### src/rtl/ata_seq_pkg.sv
package ata_seq_pkg;

	// results per input item, and the width of a result count or index
	localparam int MAX_RES = 12;
	localparam int CNT_W   = 4;

	// configuration register indexes
	localparam logic [1:0] CFG_CAPACITY = 2'd0;
	localparam logic [1:0] CFG_WORDS    = 2'd1;
	localparam logic [1:0] CFG_SLAVE    = 2'd2;

	// input operations
	typedef enum logic [1:0] {
		OP_START  = 2'd0,
		OP_STATUS = 2'd1,
		OP_ERROR  = 2'd2,
		OP_DATA   = 2'd3
	} op_t;

	// result actions
	typedef enum logic [2:0] {
		ACT_WR   = 3'd0,
		ACT_RD   = 3'd1,
		ACT_HOST = 3'd2,
		ACT_PORT = 3'd3,
		ACT_DONE = 3'd4,
		ACT_ERR  = 3'd5
	} action_t;

	// sequencer phase, one-hot
	typedef enum logic [5:0] {
		PH_IDLE     = 6'b000001,
		PH_POLL_BSY = 6'b000010,
		PH_POLL_DRQ = 6'b000100,
		PH_ERR_WAIT = 6'b001000,
		PH_DATA     = 6'b010000,
		PH_FINAL    = 6'b100000
	} phase_t;

	// task file offsets
	localparam logic [4:0] P_NONE   = 5'd0;
	localparam logic [4:0] P_DATA   = 5'd0;
	localparam logic [4:0] P_ERROR  = 5'd0;
	localparam logic [4:0] P_COUNT  = 5'd2;
	localparam logic [4:0] P_LBA0   = 5'd3;
	localparam logic [4:0] P_LBA1   = 5'd4;
	localparam logic [4:0] P_LBA2   = 5'd5;
	localparam logic [4:0] P_SELECT = 5'd6;
	localparam logic [4:0] P_CMD    = 5'd7;
	localparam logic [4:0] P_STATUS = 5'd7;
	localparam logic [4:0] P_ALT    = 5'd16;

	// status register bits
	localparam int ST_ERR = 0;
	localparam int ST_DF  = 1;
	localparam int ST_DRQ = 3;
	localparam int ST_BSY = 7;

	// command bytes
	localparam logic [7:0] SELECT_BASE = 8'hE0;
	localparam logic [7:0] CMD_READ    = 8'h20;
	localparam logic [7:0] CMD_WRITE   = 8'h30;
	localparam logic [7:0] CMD_FLUSH   = 8'hE7;

	// error codes
	localparam logic [3:0] ERR_NONE   = 4'd0;
	localparam logic [3:0] ERR_BOUNDS = 4'd1;
	localparam logic [3:0] ERR_LBA48  = 4'd2;
	localparam logic [3:0] ERR_FAULT  = 4'd3;
	localparam logic [3:0] ERR_BIT0   = 4'd4;
	localparam logic [3:0] ERR_NO_BIT = 4'd12;

	typedef struct packed {
		action_t     action;
		logic [4:0]  port;
		logic [15:0] value;
		logic [3:0]  error_code;
	} res_t;

	typedef struct packed {
		phase_t      phase;
		logic        dir;
		logic [7:0]  sectors;
		logic [15:0] words;
	} state_t;

	typedef struct packed {
		op_t         op;
		logic        wdir;
		logic [27:0] lba;
		logic [7:0]  count;
		logic [7:0]  reg_value;
		logic [15:0] word;
		logic        bounds_err;
		logic        lba48_err;
	} item_t;

	function automatic res_t mk_res(action_t act, logic [4:0] p, logic [15:0] v,
		logic [3:0] code);
		res_t r;
		r.action     = act;
		r.port       = p;
		r.value      = v;
		r.error_code = code;
		return r;
	endfunction

endpackage

### src/rtl/ata_pio_lba28_command_sequencer.sv
// Host-side ATA PIO LBA28 command sequencer.
// Input channel (in_valid/in_stall) takes one beat per operation: a start
// command, a status byte, an error byte or a data word. Output channel
// (out_valid/out_stall) gives one result per beat: task-file writes and
// reads, data words to host or port, done and error, with last marking the
// final result of each input beat. Inputs that the current phase does not
// expect cause no result.
// An accepted beat is held in the input register; when the burst buffer is free
// its results are loaded there, and the first is presented from the buffer.
// Throughput: one input beat per cycle while each makes at most one result and
// out_stall stays low; a beat that makes n results (up to 11) gives them one per
// output beat, and the input register takes the next beat meanwhile, then stalls.
// The range check (48-bit lba plus count against capacity) is done as the
// beat enters the input register.
// Reset clears the phase to idle, the counters, and the configuration to
// capacity 0, 256 words per sector and master drive. Configuration writes
// (cfg_wen, cfg_index, cfg_data) belong to idle periods only.
// When out_stall is high the current result holds and in_stall rises as soon
// as the input register is occupied.
module ata_pio_lba28_command_sequencer (
	input  logic        clk,
	input  logic        arst_n,
	input  logic        cfg_wen,
	input  logic [1:0]  cfg_index,
	input  logic [47:0] cfg_data,
	input  logic        in_valid,
	output logic        in_stall,
	input  logic [1:0]  operation,
	input  logic        write_dir,
	input  logic [47:0] lba,
	input  logic [7:0]  num_sectors,
	input  logic [7:0]  reg_value,
	input  logic [15:0] data_word,
	output logic        out_valid,
	input  logic        out_stall,
	output logic [2:0]  action,
	output logic [4:0]  port,
	output logic [15:0] value,
	output logic [3:0]  error_code,
	output logic        last
);

	logic [47:0]         capacity_q;
	logic [15:0]         words_q;
	logic                slave_q;
	ata_seq_pkg::item_t  item_s1;
	logic                valid_s1;
	ata_seq_pkg::state_t state_q;
	ata_seq_pkg::state_t state_d;
	ata_seq_pkg::res_t   dec_res [ata_seq_pkg::MAX_RES];
	logic [ata_seq_pkg::CNT_W-1:0] dec_count;
	ata_seq_pkg::res_t   out_res;
	logic                burst_free;
	logic                accept;
	logic                advance;
	logic                bounds_err;

	// configuration registers
	always_ff @(posedge clk or negedge arst_n) begin
		if (!arst_n) begin
			capacity_q <= '0;
			words_q    <= 16'd256;
			slave_q    <= 1'b0;
		end else if (cfg_wen) begin
			unique case (cfg_index)
				ata_seq_pkg::CFG_CAPACITY: capacity_q <= cfg_data;
				ata_seq_pkg::CFG_WORDS:    words_q    <= cfg_data[15:0];
				ata_seq_pkg::CFG_SLAVE:    slave_q    <= cfg_data[0];
				default: ;
			endcase
		end
	end

	// input handshake
	assign advance  = valid_s1 && burst_free;
	assign in_stall = valid_s1 && !burst_free;
	assign accept   = in_valid && !in_stall;

	// range check on the incoming beat
	assign bounds_err = ({1'b0, lba} + {41'd0, num_sectors}) > {1'b0, capacity_q};

	// input register
	always_ff @(posedge clk) begin
		if (accept) begin
			item_s1.op         <= ata_seq_pkg::op_t'(operation);
			item_s1.wdir       <= write_dir;
			item_s1.lba        <= lba[27:0];
			item_s1.count      <= num_sectors;
			item_s1.reg_value  <= reg_value;
			item_s1.word       <= data_word;
			item_s1.bounds_err <= bounds_err;
			item_s1.lba48_err  <= |lba[47:28];
		end
	end

	always_ff @(posedge clk or negedge arst_n) begin
		if (!arst_n) begin
			valid_s1 <= 1'b0;
		end else if (accept) begin
			valid_s1 <= 1'b1;
		end else if (advance) begin
			valid_s1 <= 1'b0;
		end
	end

	// sequencer state
	always_ff @(posedge clk or negedge arst_n) begin
		if (!arst_n) begin
			state_q.phase   <= ata_seq_pkg::PH_IDLE;
			state_q.dir     <= 1'b0;
			state_q.sectors <= '0;
			state_q.words   <= '0;
		end else if (advance) begin
			state_q <= state_d;
		end
	end

	ata_seq_decode u_decode (
		.item             (item_s1),
		.cur              (state_q),
		.words_per_sector (words_q),
		.drive_slave      (slave_q),
		.nxt              (state_d),
		.res              (dec_res),
		.count            (dec_count)
	);

	ata_seq_burst u_burst (
		.clk        (clk),
		.arst_n     (arst_n),
		.load       (advance && dec_count != '0),
		.load_res   (dec_res),
		.load_count (dec_count),
		.out_stall  (out_stall),
		.out_valid  (out_valid),
		.out_res    (out_res),
		.out_last   (last),
		.free       (burst_free)
	);

	assign action     = out_res.action;
	assign port       = out_res.port;
	assign value      = out_res.value;
	assign error_code = out_res.error_code;

	a_stall_needs_item: assert property (@(posedge clk) disable iff (!arst_n)
		in_stall |-> valid_s1 && out_valid)
		else $error("input stalled with nothing pending");

endmodule

### src/rtl/ata_seq_decode.sv
module ata_seq_decode (
	input  ata_seq_pkg::item_t  item,
	input  ata_seq_pkg::state_t cur,
	input  logic [15:0]         words_per_sector,
	input  logic                drive_slave,
	output ata_seq_pkg::state_t nxt,
	output ata_seq_pkg::res_t   res [ata_seq_pkg::MAX_RES],
	output logic [ata_seq_pkg::CNT_W-1:0] count
);

	logic [ata_seq_pkg::CNT_W-1:0] n;
	logic                          drq;
	logic                          start_data;
	logic                          after;
	logic [3:0]                    code;
	logic [7:0]                    sel;

	// build the result list and next state for one item
	always_comb begin
		n          = '0;
		drq        = 1'b0;
		start_data = 1'b0;
		after      = 1'b0;
		code       = ata_seq_pkg::ERR_NO_BIT;
		sel        = ata_seq_pkg::SELECT_BASE | {3'b000, drive_slave, item.lba[27:24]};
		nxt        = cur;
		for (int i = 0; i < ata_seq_pkg::MAX_RES; i++) begin
			res[i] = '0;
		end

		unique case (item.op)
			ata_seq_pkg::OP_START: begin
				if (cur.phase == ata_seq_pkg::PH_IDLE) begin
					if (item.bounds_err) begin
						res[n] = ata_seq_pkg::mk_res(ata_seq_pkg::ACT_ERR, ata_seq_pkg::P_NONE,
							16'd0, ata_seq_pkg::ERR_BOUNDS);
						n = n + 1'b1;
					end else if (item.lba48_err) begin
						res[n] = ata_seq_pkg::mk_res(ata_seq_pkg::ACT_ERR, ata_seq_pkg::P_NONE,
							16'd0, ata_seq_pkg::ERR_LBA48);
						n = n + 1'b1;
					end else begin
						nxt.dir     = item.wdir;
						nxt.sectors = item.count;
						res[n] = ata_seq_pkg::mk_res(ata_seq_pkg::ACT_WR, ata_seq_pkg::P_SELECT,
							{8'd0, sel}, ata_seq_pkg::ERR_NONE);
						n = n + 1'b1;
						res[n] = ata_seq_pkg::mk_res(ata_seq_pkg::ACT_WR, ata_seq_pkg::P_COUNT,
							{8'd0, item.count}, ata_seq_pkg::ERR_NONE);
						n = n + 1'b1;
						res[n] = ata_seq_pkg::mk_res(ata_seq_pkg::ACT_WR, ata_seq_pkg::P_LBA0,
							{8'd0, item.lba[7:0]}, ata_seq_pkg::ERR_NONE);
						n = n + 1'b1;
						res[n] = ata_seq_pkg::mk_res(ata_seq_pkg::ACT_WR, ata_seq_pkg::P_LBA1,
							{8'd0, item.lba[15:8]}, ata_seq_pkg::ERR_NONE);
						n = n + 1'b1;
						res[n] = ata_seq_pkg::mk_res(ata_seq_pkg::ACT_WR, ata_seq_pkg::P_LBA2,
							{8'd0, item.lba[23:16]}, ata_seq_pkg::ERR_NONE);
						n = n + 1'b1;
						res[n] = ata_seq_pkg::mk_res(ata_seq_pkg::ACT_WR, ata_seq_pkg::P_CMD,
							{8'd0, item.wdir ? ata_seq_pkg::CMD_WRITE : ata_seq_pkg::CMD_READ},
							ata_seq_pkg::ERR_NONE);
						n = n + 1'b1;
						after = 1'b1;
					end
				end
			end
			ata_seq_pkg::OP_STATUS: begin
				if (cur.phase == ata_seq_pkg::PH_POLL_BSY) begin
					if (item.reg_value[ata_seq_pkg::ST_BSY]) begin
						res[n] = ata_seq_pkg::mk_res(ata_seq_pkg::ACT_RD, ata_seq_pkg::P_STATUS,
							16'd0, ata_seq_pkg::ERR_NONE);
						n = n + 1'b1;
					end else if (cur.dir) begin
						start_data = 1'b1;
					end else begin
						drq = 1'b1;
					end
				end else if (cur.phase == ata_seq_pkg::PH_POLL_DRQ) begin
					drq = 1'b1;
				end else if (cur.phase == ata_seq_pkg::PH_FINAL) begin
					if (item.reg_value[ata_seq_pkg::ST_BSY]) begin
						res[n] = ata_seq_pkg::mk_res(ata_seq_pkg::ACT_RD, ata_seq_pkg::P_STATUS,
							16'd0, ata_seq_pkg::ERR_NONE);
						n = n + 1'b1;
					end else begin
						res[n] = ata_seq_pkg::mk_res(ata_seq_pkg::ACT_WR, ata_seq_pkg::P_CMD,
							{8'd0, ata_seq_pkg::CMD_FLUSH}, ata_seq_pkg::ERR_NONE);
						n = n + 1'b1;
						res[n] = ata_seq_pkg::mk_res(ata_seq_pkg::ACT_DONE, ata_seq_pkg::P_NONE,
							16'd0, ata_seq_pkg::ERR_NONE);
						n = n + 1'b1;
						nxt.phase = ata_seq_pkg::PH_IDLE;
					end
				end
			end
			ata_seq_pkg::OP_ERROR: begin
				if (cur.phase == ata_seq_pkg::PH_ERR_WAIT) begin
					// lowest set error bit wins
					for (int b = 7; b >= 0; b--) begin
						if (item.reg_value[b]) begin
							code = ata_seq_pkg::ERR_BIT0 + 4'(b);
						end
					end
					res[n] = ata_seq_pkg::mk_res(ata_seq_pkg::ACT_ERR, ata_seq_pkg::P_NONE,
						16'd0, code);
					n = n + 1'b1;
					nxt.phase = ata_seq_pkg::PH_IDLE;
				end
			end
			ata_seq_pkg::OP_DATA: begin
				if (cur.phase == ata_seq_pkg::PH_DATA) begin
					if (cur.dir) begin
						res[n] = ata_seq_pkg::mk_res(ata_seq_pkg::ACT_PORT, ata_seq_pkg::P_DATA,
							item.word, ata_seq_pkg::ERR_NONE);
					end else begin
						res[n] = ata_seq_pkg::mk_res(ata_seq_pkg::ACT_HOST, ata_seq_pkg::P_NONE,
							item.word, ata_seq_pkg::ERR_NONE);
					end
					n = n + 1'b1;
					nxt.words = cur.words - 16'd1;
					if (nxt.words != 16'd0) begin
						if (!cur.dir) begin
							res[n] = ata_seq_pkg::mk_res(ata_seq_pkg::ACT_RD, ata_seq_pkg::P_DATA,
								16'd0, ata_seq_pkg::ERR_NONE);
							n = n + 1'b1;
						end
					end else begin
						nxt.sectors = cur.sectors - 8'd1;
						after = 1'b1;
					end
				end
			end
		endcase

		// read status check: data request, error, fault or keep polling
		if (drq) begin
			if (item.reg_value[ata_seq_pkg::ST_DRQ]) begin
				start_data = 1'b1;
			end else if (item.reg_value[ata_seq_pkg::ST_ERR]) begin
				res[n] = ata_seq_pkg::mk_res(ata_seq_pkg::ACT_RD, ata_seq_pkg::P_ERROR,
					16'd0, ata_seq_pkg::ERR_NONE);
				n = n + 1'b1;
				nxt.phase = ata_seq_pkg::PH_ERR_WAIT;
			end else if (item.reg_value[ata_seq_pkg::ST_DF]) begin
				res[n] = ata_seq_pkg::mk_res(ata_seq_pkg::ACT_ERR, ata_seq_pkg::P_NONE,
					16'd0, ata_seq_pkg::ERR_FAULT);
				n = n + 1'b1;
				nxt.phase = ata_seq_pkg::PH_IDLE;
			end else begin
				res[n] = ata_seq_pkg::mk_res(ata_seq_pkg::ACT_RD, ata_seq_pkg::P_STATUS,
					16'd0, ata_seq_pkg::ERR_NONE);
				n = n + 1'b1;
				nxt.phase = ata_seq_pkg::PH_POLL_DRQ;
			end
		end

		// sector data start, an empty sector counts as done
		if (start_data) begin
			nxt.words = words_per_sector;
			if (words_per_sector == 16'd0) begin
				nxt.sectors = nxt.sectors - 8'd1;
				after = 1'b1;
			end else begin
				nxt.phase = ata_seq_pkg::PH_DATA;
				if (!nxt.dir) begin
					res[n] = ata_seq_pkg::mk_res(ata_seq_pkg::ACT_RD, ata_seq_pkg::P_DATA,
						16'd0, ata_seq_pkg::ERR_NONE);
					n = n + 1'b1;
				end
			end
		end

		// next sector, final busy wait, or done
		if (after) begin
			if (nxt.sectors != 8'd0 || nxt.dir) begin
				for (int k = 0; k < 4; k++) begin
					res[n] = ata_seq_pkg::mk_res(ata_seq_pkg::ACT_RD, ata_seq_pkg::P_ALT,
						16'd0, ata_seq_pkg::ERR_NONE);
					n = n + 1'b1;
				end
				res[n] = ata_seq_pkg::mk_res(ata_seq_pkg::ACT_RD, ata_seq_pkg::P_STATUS,
					16'd0, ata_seq_pkg::ERR_NONE);
				n = n + 1'b1;
				nxt.phase = (nxt.sectors != 8'd0) ? ata_seq_pkg::PH_POLL_BSY
					: ata_seq_pkg::PH_FINAL;
			end else begin
				res[n] = ata_seq_pkg::mk_res(ata_seq_pkg::ACT_DONE, ata_seq_pkg::P_NONE,
					16'd0, ata_seq_pkg::ERR_NONE);
				n = n + 1'b1;
				nxt.phase = ata_seq_pkg::PH_IDLE;
			end
		end

		count = n;
	end

endmodule

### src/rtl/ata_seq_burst.sv
module ata_seq_burst (
	input  logic                          clk,
	input  logic                          arst_n,
	input  logic                          load,
	input  ata_seq_pkg::res_t             load_res [ata_seq_pkg::MAX_RES],
	input  logic [ata_seq_pkg::CNT_W-1:0] load_count,
	input  logic                          out_stall,
	output logic                          out_valid,
	output ata_seq_pkg::res_t             out_res,
	output logic                          out_last,
	output logic                          free
);

	ata_seq_pkg::res_t             buf_q [ata_seq_pkg::MAX_RES];
	logic [ata_seq_pkg::CNT_W-1:0] count_q;
	logic [ata_seq_pkg::CNT_W-1:0] idx_q;
	logic                          valid_q;
	logic                          take;

	// one result leaves per beat
	assign take      = valid_q && !out_stall;
	assign out_valid = valid_q;
	assign out_res   = buf_q[idx_q];
	assign out_last  = (idx_q == count_q - 1'b1);
	assign free      = !valid_q || (take && out_last);

	// result list storage
	always_ff @(posedge clk) begin
		if (load) begin
			for (int i = 0; i < ata_seq_pkg::MAX_RES; i++) begin
				buf_q[i] <= load_res[i];
			end
		end
	end

	// burst position
	always_ff @(posedge clk or negedge arst_n) begin
		if (!arst_n) begin
			valid_q <= 1'b0;
			count_q <= '0;
			idx_q   <= '0;
		end else if (load) begin
			valid_q <= 1'b1;
			count_q <= load_count;
			idx_q   <= '0;
		end else if (take) begin
			if (out_last) begin
				valid_q <= 1'b0;
			end else begin
				idx_q <= idx_q + 1'b1;
			end
		end
	end

	a_count_nonzero: assert property (@(posedge clk) disable iff (!arst_n)
		valid_q |-> count_q != '0)
		else $error("burst holds an empty result list");

	a_idx_in_range: assert property (@(posedge clk) disable iff (!arst_n)
		valid_q |-> idx_q < count_q)
		else $error("burst index past result count");

	a_load_when_free: assert property (@(posedge clk) disable iff (!arst_n)
		load |-> free)
		else $error("burst loaded over pending results");

endmodule

### config.mk
export PLATFORM = sky130hd
export DESIGN_NAME = ata_pio_lba28_command_sequencer
export DESIGN_NICKNAME = d
export VERILOG_FILES = /design/src/rtl/ata_seq_pkg.sv /design/src/rtl/ata_pio_lba28_command_sequencer.sv /design/src/rtl/ata_seq_decode.sv /design/src/rtl/ata_seq_burst.sv
export SDC_FILE = /design/constraint.sdc
export NUM_CORES = 1
export LEC_CHECK = 0
export BUFFER_PORTS_ARGS = -buffer_cell sky130_fd_sc_hd__buf_2
export CAP_MARGIN = 20
export CORE_MARGIN = 3
export CORE_UTILIZATION = 50
export CTS_BUF_LIST = sky130_fd_sc_hd__clkbuf_2 sky130_fd_sc_hd__clkbuf_4 sky130_fd_sc_hd__clkbuf_8
export CTS_CLUSTER_DIAMETER = 200
export DETAILED_ROUTE_END_ITERATION = 16
export GPL_TIMING_DRIVEN = 0
export PLACE_DENSITY = 0.75
export SLEW_MARGIN = 0
export SYNTH_ARGS = -nofsm -noshare
export SYNTH_HDL_FRONTEND = slang
export SYNTH_HIERARCHICAL = 1
export SYNTH_SLANG_ARGS = --single-unit
### constraint.sdc
create_clock -name clk -period 27.4 [get_ports clk]
set_input_delay 5.48 -clock clk [delete_from_list [all_inputs] [get_ports clk]]
set_output_delay 5.48 -clock clk [all_outputs]
set_load 0.05 [all_outputs]
# Word level (Yosys, flattened, before mapping)

Memories as Yosys holds them, arrays and structs flattened.
Cells that the tools add are included.

$add $sub $neg: 13
$lt $le $gt $ge: 15
Equal/unequal tests: 13
Muxes and demuxes: 126
Bitwise gates (word level): 37
Reductions and logical operators: 37

Operator list:

| operator            | number |
|---|---|
| $mux W336           | 9 |
| $and A312 B312 Y312 | 4 |
| $not A312 Y312      | 4 |
| $and A324 B324 Y324 | 3 |
| $not A324 Y324      | 3 |
| $and A288 B288 Y288 | 3 |
| $not A288 Y288      | 3 |
| $demux W28 S4       | 7 |
| $mux W28            | 14 |
| $mux W168           | 1 |
| $or A48 B48 Y48     | 3 |
| $mux W140           | 1 |
| $mux W134           | 1 |
| $mux W112           | 1 |
| $mux W56            | 2 |
| $pmux W28 S4        | 1 |
| $mux W26            | 4 |
| $or A24 B24 Y24     | 4 |
| $pmux W28 S3        | 1 |
| $mux W4             | 20 |
| $mux W6             | 13 |
| $mux W54            | 1 |
| $add A48 B8 Y49     | 1 |
| $gt A49 B48 Y1      | 1 |
| other kinds (42)    | 136 |

Register bits after elaboration: 171
RAM bits: 336
Bits of input ports: 138
Output and inout bits: 31
Word-level logic and storage cells: 261
Memories: 1

Memory list:

| name          | depth | bits a word | rd ports | clocked after memory_dff | wr ports | RTL line            | text |
|---|---|---|---|---|---|---|---|
| u_burst.buf_q | 12    | 28          | 1        | 0                        | 12       | ata_seq_burst.sv:14 | `ata_seq_pkg::res_t buf_q [ata_seq_pkg::MAX_RES];` |

# Logic depth before layout (Yosys ltp)

Depth in word-level cells: 27
Gate-level depth with buffers: 34
Gate-level depth less buffers: 29

# Cells and area by module

The synthesis kept the hierarchy.

Modules (own cells, without submodules):

| module                          | times used | cells each | area each (um^2) | seq. area each (um^2) |
|---|---|---|---|---|
| ata_seq_burst                   | 1          | 580        | 13167.6          | 10314.9 |
| ata_pio_lba28_command_sequencer | 1          | 683        | 7873.8           | 4381.7 |
| ata_seq_decode                  | 1          | 947        | 6060.8           | 0.0 |

# Worst setup path before layout

OpenSTA, ideal clock, no wires.

Path type: register -> register
Start point: register state_q[1] (netlist name)
End point: register u_burst/count_q[3] (netlist name)
Setup time: 0.140 ns
Arrival time: 22.476 ns
Data required time: 27.260 ns
Path slack: 4.784 ns
Stages on the path, launching flop included: 32
Path buffers: 6
Period minus slack after synthesis: 22.616 ns
Cells stage by stage: dfrtp_1 -> clkbuf_1 -> inv_1 -> ha_1 -> or4b_4 -> and4bb_2 -> xor2_1 -> or4_1 -> buf_2 -> buf_4 -> o21a_1 -> or2_2 -> ha_1 -> a21o_1 -> or2_2 -> ha_1 -> a221o_1 -> or2_2 -> clkbuf_1 -> ha_1 -> clkbuf_1 -> xnor2_1 -> nand3_1 -> nor2b_1 -> clkbuf_1 -> xnor2_1 -> o211ai_1 -> xnor2_1 -> nor2_1 -> nor4_1 -> nor2_1 -> mux2_2

Cells in the longest elaborated chain, start to end: 21
Elaborated cells between the ends (all ways): 34
Those cells by class: add/sub: 9; mux: 20; reduce/logical: 5

RTL lines:

| what                         | RTL line                                                            | text |
|---|---|---|
| start: declaration           | ata_pio_lba28_command_sequencer.sv:48                               | `ata_seq_pkg::state_t state_q;` |
| start signal: assignment     | ata_pio_lba28_command_sequencer.sv:114                              | `state_q <= state_d;` |
| $sub A16 B1 Y16 (*)          | ata_seq_decode.sv:121                                               | `nxt.words = cur.words - 16'd1;` |
| $reduce_bool A16 Y1 (*)      | ata_seq_decode.sv:122                                               | `if (nxt.words != 16'd0) begin` |
| $mux W2                      | ata_seq_decode.sv:122                                               |  |
| $mux W4                      | ata_seq_decode.sv:112                                               | `if (cur.phase == ata_seq_pkg::PH_DATA) begin` |
| $pmux W4 S4                  | ata_seq_decode.sv:31                                                | `unique case (item.op)` |
| $add A4 B1 Y4                | ata_seq_decode.sv:143, ata_seq_decode.sv:148, ata_seq_decode.sv:153 |  |
| $mux W4                      | ata_seq_decode.sv:138                                               | `if (item.reg_value[ata_seq_pkg::ST_DRQ]) begin` |
| $mux W4                      | ata_seq_decode.sv:137                                               | `if (drq) begin` |
| [... 4 more ...]             | n/a                                                                 |  |
| $add A4 B1 Y4                | ata_seq_decode.sv:180, ata_seq_decode.sv:190                        |  |
| $add A4 B1 Y4 (3 in series)  | ata_seq_decode.sv:180                                               | `n = n + 1'b1;` |
| $add A4 B1 Y4                | ata_seq_decode.sv:184                                               | `n = n + 1'b1;` |
| $mux W4                      | ata_seq_decode.sv:176                                               | `if (nxt.sectors != 8'd0 \|\| nxt.dir) begin` |
| $mux W4 (*)                  | ata_seq_decode.sv:175                                               | `if (after) begin` |
| named net dec_count, one bit | ata_pio_lba28_command_sequencer.sv:51                               | `logic [ata_seq_pkg::CNT_W-1:0] dec_count;` |
| $reduce_bool A4 Y1           | ata_pio_lba28_command_sequencer.sv:131                              | `.load (advance && dec_count != '0),` |
| $logic_and A1 B1 Y1          | ata_pio_lba28_command_sequencer.sv:131                              |  |
| end signal: assignment       | ata_seq_burst.sv:44                                                 | `count_q <= load_count;` |
| end: declaration             | ata_seq_burst.sv:15                                                 | `logic [ata_seq_pkg::CNT_W-1:0] count_q;` |

Mark *: on every way through the listed nets, which the timed path passes. The rest lies on a longest branch. The select of a mux whose other input is x is not followed.
A chain may end at the register's enable or synchronous reset.

# Worst setup path in the final report

Start point: input port out_stall
End point: output port in_stall

Cells in the longest elaborated chain, start to end: 6

RTL lines:

| what                 | RTL line                              | text |
|---|---|---|
| start: declaration   | ata_pio_lba28_command_sequencer.sv:35 | `input logic out_stall,` |
| $logic_not A1 Y1     | ata_seq_burst.sv:21                   | `assign take = valid_q && !out_stall;` |
| $logic_and A1 B1 Y1  | ata_seq_burst.sv:21                   |  |
| $logic_and A1 B1 Y1  | ata_seq_burst.sv:25                   | `assign free = !valid_q \|\| (take && out_last);` |
| $logic_or A1 B1 Y1   | ata_seq_burst.sv:25                   |  |
| named net burst_free | ata_pio_lba28_command_sequencer.sv:53 | `logic burst_free;` |
| $logic_not A1 Y1     | ata_pio_lba28_command_sequencer.sv:76 | `assign in_stall = valid_s1 && !burst_free;` |
| $logic_and A1 B1 Y1  | ata_pio_lba28_command_sequencer.sv:76 |  |
| end: declaration     | ata_pio_lba28_command_sequencer.sv:27 | `output logic in_stall,` |

The timed path passes the listed nets, and every way through them passes these cells.

==> out/summary.txt <==
Fin crit period: 11790 ps
Max-cap violations: 0
Peak VDD IR: 0.0000536 V
TritonCTS buffer count: 87
Setup TNS: 0 ps
DP Wirelength: 49700 um
DRC violation total after the first TritonRoute iteration: 1611
Pin count of the biggest net entering global routing: 67
Die Height: 239 um
Post-DR wirelength/cell: 19.4 um
Async S/R FF share, synth: 20.9%
Clock Skews: 54.8 ps
CTS H-tree lvls: 3
Clk Tree Root Cell: clkbuf_8
Pins Over Slew Limit: 0
Post-synth top area share: 44.4%
Least-Margin Pin Slew: 1130 ps
Post-CTS setup repair buffer count: 0
Static leakage: 0.0130 uW
Synth cell types: 104
Ys flop type: edfxtp_1
Post-synthesis cell area: 27100 um^2
CP startpoint kind: input port
Clock Latency Late Sink: 680 ps
Die X-Extent: 239 um
Share of layout cells above drive strength 1: 27.6%
Final Power: 2470 uW
Post-synth top area cell: edfxtp_1
GRT overflow: 0
Post-route ant nets: 0
CTS sink count: 507
Initial Utilization: 51.1%
Final hold violations: 0
Register area share after synthesis: 54.2%
First-pass GRT wire length: 104000 um
Critical Path RT: 21920 ps
RSZ-0062 raised after global routing: no
Post-route clock period utilization: 43.0%
GRT Resource Usage Total: 23.7%
Clk slew on worst S/H paths: 50 ps
Die Area: 57000 um^2
Routed WL: 66800 um
Worst EP arrival: 6310 ps
Core area: 53100 um^2
Vias in the first global route: 18915
Top area cells in the synthesized netlist: edfxtp_1, dfrtp_1, mux4_2, buf_4, ha_1
WHS Path Cells: 1
Antenna violations before repair: 7
Routability Congestion: 0.918
Hold crit path type: reg -> reg
IO Count: 169
Residual DRC: 0
CP Max Fanout: 3
CP Class: in -> out
Post-CTS sizing: 0
PD cells: 77.8 nW/um^2
TritonCTS clock tree: yes
Port bufs: 168
Hold buffers post-CTS: 0
Vias: 18637
Yosys synthesis warning count: 6
Maximum clock path buffer count: 3
Cell count after synthesis: 2210
Max-Slew Margin vs Limit: 24.6%
Num rows: 84
Flops & latches, synth: 507
CP Capture Type: primary output
Fin nets: 2910
Area delta synth->final: 17.0%
Setup-failing EPs final: 0
Via/cell ratio: 5.40
DR pass1 iterations: 6
Syn Area/Cell: 12.3 um^2
Status: finished clean
Number of synthesized flops with an enable pin: 401
Layout fillers: 4160
FMAX: 84.8 MHz
Worst r2r path cells: 35
==> routing by layer <==
layer  vias up  part of all wire, %  wire [um]  GRT usage, %
li1       8727                    -          -             -
met1      9108                   41      27300          30.3
met2       615                   49      32700          39.6
met3       173                  6.4       4240          5.09
met4        14                  3.6       2430          9.22
met5         -                 0.21        138         0.758
==> where the power goes <==
part	switching [uW]	internal, uW
clock network	311	395
registers	35.5	935
logic	501	288
total	848	1620
==> cells in the final DEF, fill, tap and decap left out, types with 62 or more instances in the layout <==
| cell type | n |
|---|---|
| a21oi_1 | 95 |
| xnor2_1 | 62 |
| conb_1 | 213 |
| nand2_1 | 201 |
| inv_1 | 91 |
| buf_2 | 187 |
| clkbuf_8 | 90 |
| buf_4 | 237 |
| mux4_2 | 84 |
| o21ai_0 | 85 |
| ha_1 | 79 |
| edfxtp_1 | 401 |
| dfrtp_1 | 104 |
| nor2_1 | 122 |
==> state kept, by name (all words and copies together), names as in the netlist <==
name	flops
capacity_q	48
item_s1	65
slave_q	1
state_q	31
u_burst/buf_q	336
u_burst/count_q	4
u_burst/idx_q	4
u_burst/out_valid	1
valid_s1	1
words_q	16
==> per-stage QoR <==
stage,cells,utilization (%),hold WS (ps),area [um^2],setup slack (ps)
5_1_grt,3452,59.7,517,31700,15570
3_3_place_gp,3278,55.8,482,29600,-1010
3_5_place_dp,3291,56.4,488,29900,15620
4_1_cts,3452,59.7,506,31700,15610
6_report,3453,59.7,502,31700,15610
2_1_floorplan,2422,-,474,27900,4780
==> synth_stat cells, types with 8 or more instances <==
cell type,number
a21o_1,9
a21oi_1,95
a221oi_1,11
a22oi_1,8
a31oi_1,9
and3_1,39
buf_1,10
buf_2,20
buf_4,236
clkbuf_1,58
dfrtp_1,104
edfxtp_1,401
ha_1,79
inv_1,91
mux2_2,50
mux2i_1,31
mux4_2,84
nand2_1,201
nand2b_1,15
nand3_1,42
nand4_1,24
nor2_1,123
nor2b_1,9
nor3_1,32
nor3b_1,10
nor4_1,24
o211ai_1,8
o21a_1,10
o21ai_0,85
o21ai_1,33
or2_2,11
or4_1,8
xnor2_1,62
xor2_1,28
==> cell type report <==
type / count / area, um^2 / share of cell area, %
repair buffers: 181 / 1140 / 3.60
clock buffers: 119 / 1460 / 4.59
inverters: 91 / 342 / 1.08
well taps: 688 / 861 / 2.71
diodes: 1 / 2.50 / 0.00789
multi-input cells: 1495 / 10700 / 33.7
plain buffers: 329 / 2180 / 6.87
flip-flops and latches: 507 / 14700 / 46.3
clock inverters: 42 / 340 / 1.07
==> cells by family (layout without fill, tap and decap cells) <==
logic type / count (synthesis) / count (layout) / synth area share, %
other: 1 / 214 / 0.0138
buffers and inverters: 420 / 762 / 9.29
AOI/OAI and AO/OA: 348 / 348 / 8.30
muxes: 169 / 169 / 10.4
adders and majority gates: 80 / 80 / 3.72
DFF: 507 / 507 / 54.2
and+or+nand+nor: 593 / 593 / 11.0
xor gates and xnor gates: 92 / 92 / 3.03
==> final timing paths <==
kind,start,end,slack (ps)
setup / recovery,out_stall,in_stall,15610
setup reg to reg,state_q[1],u_burst/idx_q[3],17790
hold / removal,state_q[28],state_q[28],500
max in group asynchronous,arst_n,state_q[25],21770
min in group asynchronous,arst_n,capacity_q[42],4790
hold reg to reg,state_q[28],state_q[28],500
==> worst max-delay path: stages <==
cell and delay (ps):
buf_2 110, o21ai_1 240, nand2b_1 190, inv_1 70, buf_2 210
Power figures use the tool's default switching activity.
